File: src/rtl/ght_pkg.sv
// Shared types and constants for the generational handle table.
package ght_pkg;

  localparam int unsigned CMD_W  = 3;
  localparam int unsigned STAT_W = 2;
  localparam int unsigned CFG_IDX_W = 1;
  localparam int unsigned CFG_DATA_W = 32;

  typedef enum logic [CMD_W-1:0] {
    CMD_ADD    = 3'd0,
    CMD_LOOKUP = 3'd1,
    CMD_CHECK  = 3'd2,
    CMD_REMOVE = 3'd3,
    CMD_CLEAR  = 3'd4
  } cmd_t;

  typedef enum logic [STAT_W-1:0] {
    ST_OK    = 2'd0,
    ST_FULL  = 2'd1,
    ST_BAD   = 2'd2,
    ST_STALE = 2'd3
  } status_t;

  localparam logic [CFG_IDX_W-1:0] CFG_FALLBACK_VALUE   = 1'b0;
  localparam logic [CFG_IDX_W-1:0] CFG_FALLBACK_ENABLED = 1'b1;

  // Input transaction payload
  typedef struct packed {
    logic [CMD_W-1:0] cmd;
    logic [5:0]       handle_index;
    logic [15:0]      handle_version;
    logic [31:0]      item_value;
  } cmd_item_t;

  // Result transaction payload
  typedef struct packed {
    logic [STAT_W-1:0] status;
    logic [5:0]        out_index;
    logic [15:0]       out_version;
    logic [31:0]       data_value;
    logic              data_found;
    logic              handle_ok;
  } reply_t;

  // Controller to datapath commands.
  typedef struct packed {
    logic capture;   // latch the input transaction
    logic rd_slot;   // read slot stores at handle index (or alloc slot)
    logic rd_last;   // read dense stores at the handle's dense position (last position for remove)
    logic commit;    // perform state update and build the result
  } ght_ctrl_t;

  // Datapath to controller status.
  typedef struct packed {
    logic dummy;
  } ght_stat_t;

endpackage

File: src/rtl/ght_ctrl.sv
// Command sequencer: accept, read slot, read last entry, commit, deliver.
module ght_ctrl (
  input  logic             clk,
  input  logic             rst,
  input  logic             in_valid,
  output logic             in_ready,
  output logic             out_valid,
  input  logic             out_ready,
  output ght_pkg::ght_ctrl_t ctrl
);
  import ght_pkg::*;

  typedef enum logic [2:0] {S_IDLE, S_SLOT, S_LAST, S_COMMIT, S_OUT} state_t;
  state_t state;

  assign in_ready  = (state == S_IDLE);
  assign out_valid = (state == S_OUT);

  always_comb begin
    ctrl = '0;
    ctrl.capture = (state == S_IDLE) && in_valid;
    ctrl.rd_slot = (state == S_SLOT);
    ctrl.rd_last = (state == S_LAST);
    ctrl.commit  = (state == S_COMMIT);
  end

  // State register
  always_ff @(posedge clk) begin
    if (rst) begin
      state <= S_IDLE;
    end else begin
      unique case (state)
        S_IDLE:   if (in_valid) state <= S_SLOT;
        S_SLOT:   state <= S_LAST;
        S_LAST:   state <= S_COMMIT;
        S_COMMIT: state <= S_OUT;
        S_OUT:    if (out_ready) state <= S_IDLE;
        default:  state <= S_IDLE;
      endcase
    end
  end

`ifndef NO_ASSERTIONS
  a_commit_then_out: assert property (@(posedge clk) disable iff (rst)
    ctrl.commit |=> out_valid) else $error("commit not followed by result");
  a_no_accept_busy: assert property (@(posedge clk) disable iff (rst)
    out_valid |-> !in_ready) else $error("accept while result pending");
  a_hold: assert property (@(posedge clk) disable iff (rst)
    (out_valid && !out_ready) |=> out_valid) else $error("result dropped");
`endif
endmodule

File: config.mk
export PLATFORM = sky130hd
export DESIGN_NAME = ght_ctrl
export DESIGN_NICKNAME = d
export VERILOG_FILES = /design/src/rtl/ght_pkg.sv /design/src/rtl/ght_ctrl.sv
export SDC_FILE = /design/constraint.sdc
export NUM_CORES = 1
export LEC_CHECK = 0
export ABC_AREA = 1
export BUFFER_PORTS_ARGS = -buffer_cell sky130_fd_sc_hd__buf_2
export CAP_MARGIN = 20
export CORE_AREA = 4 4 41 43
export CTS_BUF_LIST = sky130_fd_sc_hd__clkbuf_16
export CTS_CLUSTER_SIZE = 30
export DETAILED_ROUTE_END_ITERATION = 16
export DIE_AREA = 0 0 45 47
export GPL_TIMING_DRIVEN = 0
export PLACE_DENSITY = 0.3
export SYNTH_ARGS = -nofsm -noshare
export SYNTH_HDL_FRONTEND = slang
export SYNTH_SLANG_ARGS = --single-unit
File: constraint.sdc
create_clock -name clk -period 1.04 [get_ports clk]
set_clock_uncertainty 0.15 [all_clocks]
set_input_delay 0.208 -clock clk [delete_from_list [all_inputs] [get_ports clk]]
set_output_delay 0.208 -clock clk [all_outputs]
set_load 0.005 [all_outputs]
==> impl_metrics.xml <==
<?xml version="1.0" encoding="UTF-8"?>
<metrics>
  <group name="run_status">
    <metric name="run_status" unit="">complete, but fails checks</metric>
    <metric name="violations" unit="">negative setup slack</metric>
  </group>
  <group name="final_layout">
    <metric name="antenna_cells_inserted" unit="">0</metric>
    <metric name="area_delta_synth_final" unit="%">105.8</metric>
    <metric name="final_cell_mix" unit="">9 x sky130_fd_sc_hd__buf_2, 8 x sky130_fd_sc_hd__inv_1</metric>
    <metric name="drive_above_1_share" unit="">0.5581</metric>
    <metric name="largest_register_ff_count" unit="">3</metric>
    <metric name="layout.cells.most_common" unit="">sky130_fd_sc_hd__buf_2</metric>
    <metric name="final_nets" unit="">48</metric>
    <metric name="final_core_util" unit="">0.2712</metric>
    <metric name="post-route-cell-area" unit="um2">352.8</metric>
    <metric name="regMostFlops" unit="">state</metric>
    <metric name="reg_top3" unit="">state x3</metric>
  </group>
  <group name="placed_design">
    <metric name="dpl.hpwl" unit="um">374.9</metric>
    <metric name="gp_congestion" unit="">0.6851</metric>
    <metric name="dpl_cell_area" unit="um2">235.2</metric>
    <metric name="dp_worst_setup_slack" unit="ns">-0.1156</metric>
    <metric name="placement.io_buffers" unit="">9</metric>
  </group>
  <group name="worst_setup_path">
    <metric name="critPathCaptureType" unit="">output pin</metric>
    <metric name="critical_path.cell_chain" unit="">nor2_4 &gt; nand2_2 &gt; nor2_1 &gt; buf_2</metric>
    <metric name="timing.reg2reg.setup_slack" unit="ns">-0.07</metric>
    <metric name="worstSetupPathDepth" unit="">4</metric>
    <metric name="cpLargestDelayFamily" unit="">flip-flops</metric>
    <metric name="arrival" unit="ns">0.97</metric>
    <metric name="ff2ff_path_depth" unit="">6</metric>
    <metric name="crit_path_start_kind" unit="">register</metric>
    <metric name="worst-endpoint-required" unit="ns">0.68</metric>
    <metric name="worst_path_max_delay_cell" unit="">sky130_fd_sc_hd__dfxtp_2</metric>
    <metric name="worst_path_largest_cell_delay" unit="ns">0.34</metric>
    <metric name="critical_path_peak_fanout" unit="">5</metric>
    <metric name="critical_path_class" unit="">register to output pin</metric>
    <metric name="timing.critical_path.buf_inv" unit="">1</metric>
  </group>
  <group name="logic_synthesis">
    <metric name="synth.avg_cell_area" unit="um2">6.349</metric>
    <metric name="post_synth_main_area_contributors" unit="">sky130_fd_sc_hd__dfxtp_1 35%, sky130_fd_sc_hd__inv_1 20%, sky130_fd_sc_hd__nand3_1 8.8%</metric>
    <metric name="synth_top_area_frac" unit="">0.3504</metric>
    <metric name="post_synth_instance_area" unit="um2">171.4</metric>
    <metric name="synthDistinctLibCells" unit="">9</metric>
    <metric name="syn-num-nets" unit="">31</metric>
    <metric name="synthDominantAreaCellType" unit="">sky130_fd_sc_hd__dfxtp_1</metric>
    <metric name="synthesis.instances" unit="">27</metric>
    <metric name="synth_warnings" unit="">0</metric>
    <metric name="yosys_register_bits" unit="">3</metric>
    <metric name="sequential_share_of_the_synthesized_area" unit="">0.3504</metric>
  </group>
  <group name="clocking">
    <metric name="cts_max_level" unit="">1</metric>
    <metric name="cts_tree" unit="">done</metric>
    <metric name="clk_pin_slew" unit="ns">0.03</metric>
    <metric name="clock_path_buffers" unit="">2</metric>
    <metric name="clkLatencyLatePin" unit="ns">0.22</metric>
    <metric name="clock-sinks" unit="">3</metric>
    <metric name="cts_made_buffers" unit="">3</metric>
    <metric name="clock_tree_root_buffer_cell" unit="">sky130_fd_sc_hd__clkbuf_16</metric>
  </group>
  <group name="sta">
    <metric name="timing.fmax" unit="GHz">0.7526</metric>
    <metric name="finalHoldViolCount" unit="">0</metric>
    <metric name="layout_min_cycle_time" unit="ns">1.329</metric>
    <metric name="slew_violations" unit="">0</metric>
    <metric name="tightest_slew" unit="ns">0.1369</metric>
    <metric name="post-route-period-util" unit="">1.278</metric>
    <metric name="rsz0062_at_grt" unit="">yes</metric>
    <metric name="timing.setup.tns" unit="ns">-1.470</metric>
    <metric name="timing.hold.ws" unit="ns">0.01655</metric>
    <metric name="fin_ws" unit="ns">-0.2888</metric>
    <metric name="timing.final.setup_violations" unit="">7</metric>
    <metric name="slew_headroom" unit="">0.9088</metric>
  </group>
  <group name="worst_hold_path">
    <metric name="hp-class" unit="">input pin to register</metric>
    <metric name="worstHoldPathCells" unit="">2</metric>
  </group>
  <group name="detailed_routing">
    <metric name="ant_nets" unit="">0</metric>
    <metric name="viasPerCell" unit="">3.759</metric>
    <metric name="number_of_design_rule_violations_left_after_detail_routing" unit="">0</metric>
    <metric name="firstDrtPassIters" unit="">4</metric>
    <metric name="detail_route.wirelength" unit="um">507</metric>
    <metric name="avg_wl_per_cell" unit="um">8.741</metric>
    <metric name="iter_0_drt_violations" unit="">3</metric>
    <metric name="detailroute.via_count" unit="">218</metric>
  </group>
  <group name="floorplanning">
    <metric name="core" unit="um2">1301</metric>
    <metric name="fp.dieArea" unit="um2">2115</metric>
    <metric name="rows" unit="">13</metric>
    <metric name="chipHeight" unit="um">47</metric>
    <metric name="initial_utilization" unit="">0.1317</metric>
    <metric name="die-width" unit="um">45</metric>
    <metric name="ios" unit="">10</metric>
  </group>
  <group name="job">
    <metric name="timing.max_cap.violations" unit="">0</metric>
  </group>
  <group name="power_and_ir_drop">
    <metric name="power.ir.vdd_worst" unit="mV">0.9581</metric>
    <metric name="power_per_cell_area" unit="nW/um2">2487</metric>
    <metric name="power_leakage" unit="uW">0.0002104</metric>
  </group>
  <group name="global_routing">
    <metric name="grt_pass1_wl" unit="um">910</metric>
    <metric name="track_usage" unit="">0.06393</metric>
    <metric name="grt_overflow_total" unit="">0</metric>
    <metric name="via_count_of_the_first_global_routing_pass" unit="">249</metric>
    <metric name="grt_antenna_before_repair" unit="">0</metric>
    <metric name="grt_max_degree" unit="">6</metric>
  </group>
</metrics>
-- kinds of logic (layout without fill, tap and decap cells) --
family                 after synthesis  after routing  synth area share
flip-flops                           3              3            0.3504
buffers and inverters                9             25            0.1971
AO/OA/AOI/OAI                        2              2           0.05840
AND/OR/NAND/NOR                     13             13            0.3941
-- power breakdown --
part	internal [uW]	switching (uW)	leakage, uW
Sequential	129	21.0	0.0000264
Clock	496	104	0.0000423
Combinational	66.2	61.5	0.000142
Total	691	186	0.000210
-- synthesized netlist by cell type, drive strengths merged --
cell type / number
dfxtp: 3
nor2: 4
nand2: 4
nand3: 4
inv: 9
nor3: 1
a21oi: 2
-- stage by stage --
step	cells	power [uW]
floorplan	27	207.0
global placement	51	252.7
detailed placement	51	253.3
CTS	57	883.0
global route	58	920.5
finish	58	877.6
-- routing by layer --
layer	GRT usage	vias up	routed length, um
li1	-	110	-
met1	0.06576	93	208
met2	0.09322	12	219
met3	0.02682	3	55
met4	0.07018	0	23
met5	0	-	0
-- path summary, 6_finish.rpt --
kind	to	from
min	state[1]$_SDFFE_PP0P_	rst
max	ctrl[3]	state[0]$_SDFFE_PP0P_
min reg2reg	state[1]$_SDFFE_PP0P_	state[1]$_SDFFE_PP0P_
max reg2reg	state[0]$_SDFFE_PP0P_	state[0]$_SDFFE_PP0P_
-- worst reg2reg max path, cell delays in order (launching register included) --
cell and delay [ns]:
sky130_fd_sc_hd__dfxtp_2 0.34, sky130_fd_sc_hd__nor2_4 0.14, sky130_fd_sc_hd__buf_4 0.12, sky130_fd_sc_hd__buf_4 0.09
sky130_fd_sc_hd__nand3_1 0.05, sky130_fd_sc_hd__nand2_1 0.07, sky130_fd_sc_hd__nor2_1 0.04
-- layout make-up --
cell class | count | area [um2]
fillers | 153 | 948.4
inverters | 9 | 33.78
multi-input cells | 15 | 85.08
clock buffers | 3 | 75.07
flip-flops and latches | 3 | 68.82
repair buffers | 12 | 67.56
clock inverters | 1 | 3.754
well taps | 15 | 18.77
-- repair_timing --
| action | in CTS | in global routing |
|---|---|---|
| gates resized for setup | 8 | 1 |
| pin swaps | 1 | 1 |
| endpoints found under the setup margin | 6 | 7 |
| hold buffers | 0 | 0 |
| endpoints found under the hold margin | 0 | 0 |
| gates cloned | 0 | 0 |
| buffers inserted | 2 | 1 |
No activity file was read; power rests on OpenSTA's default activity.
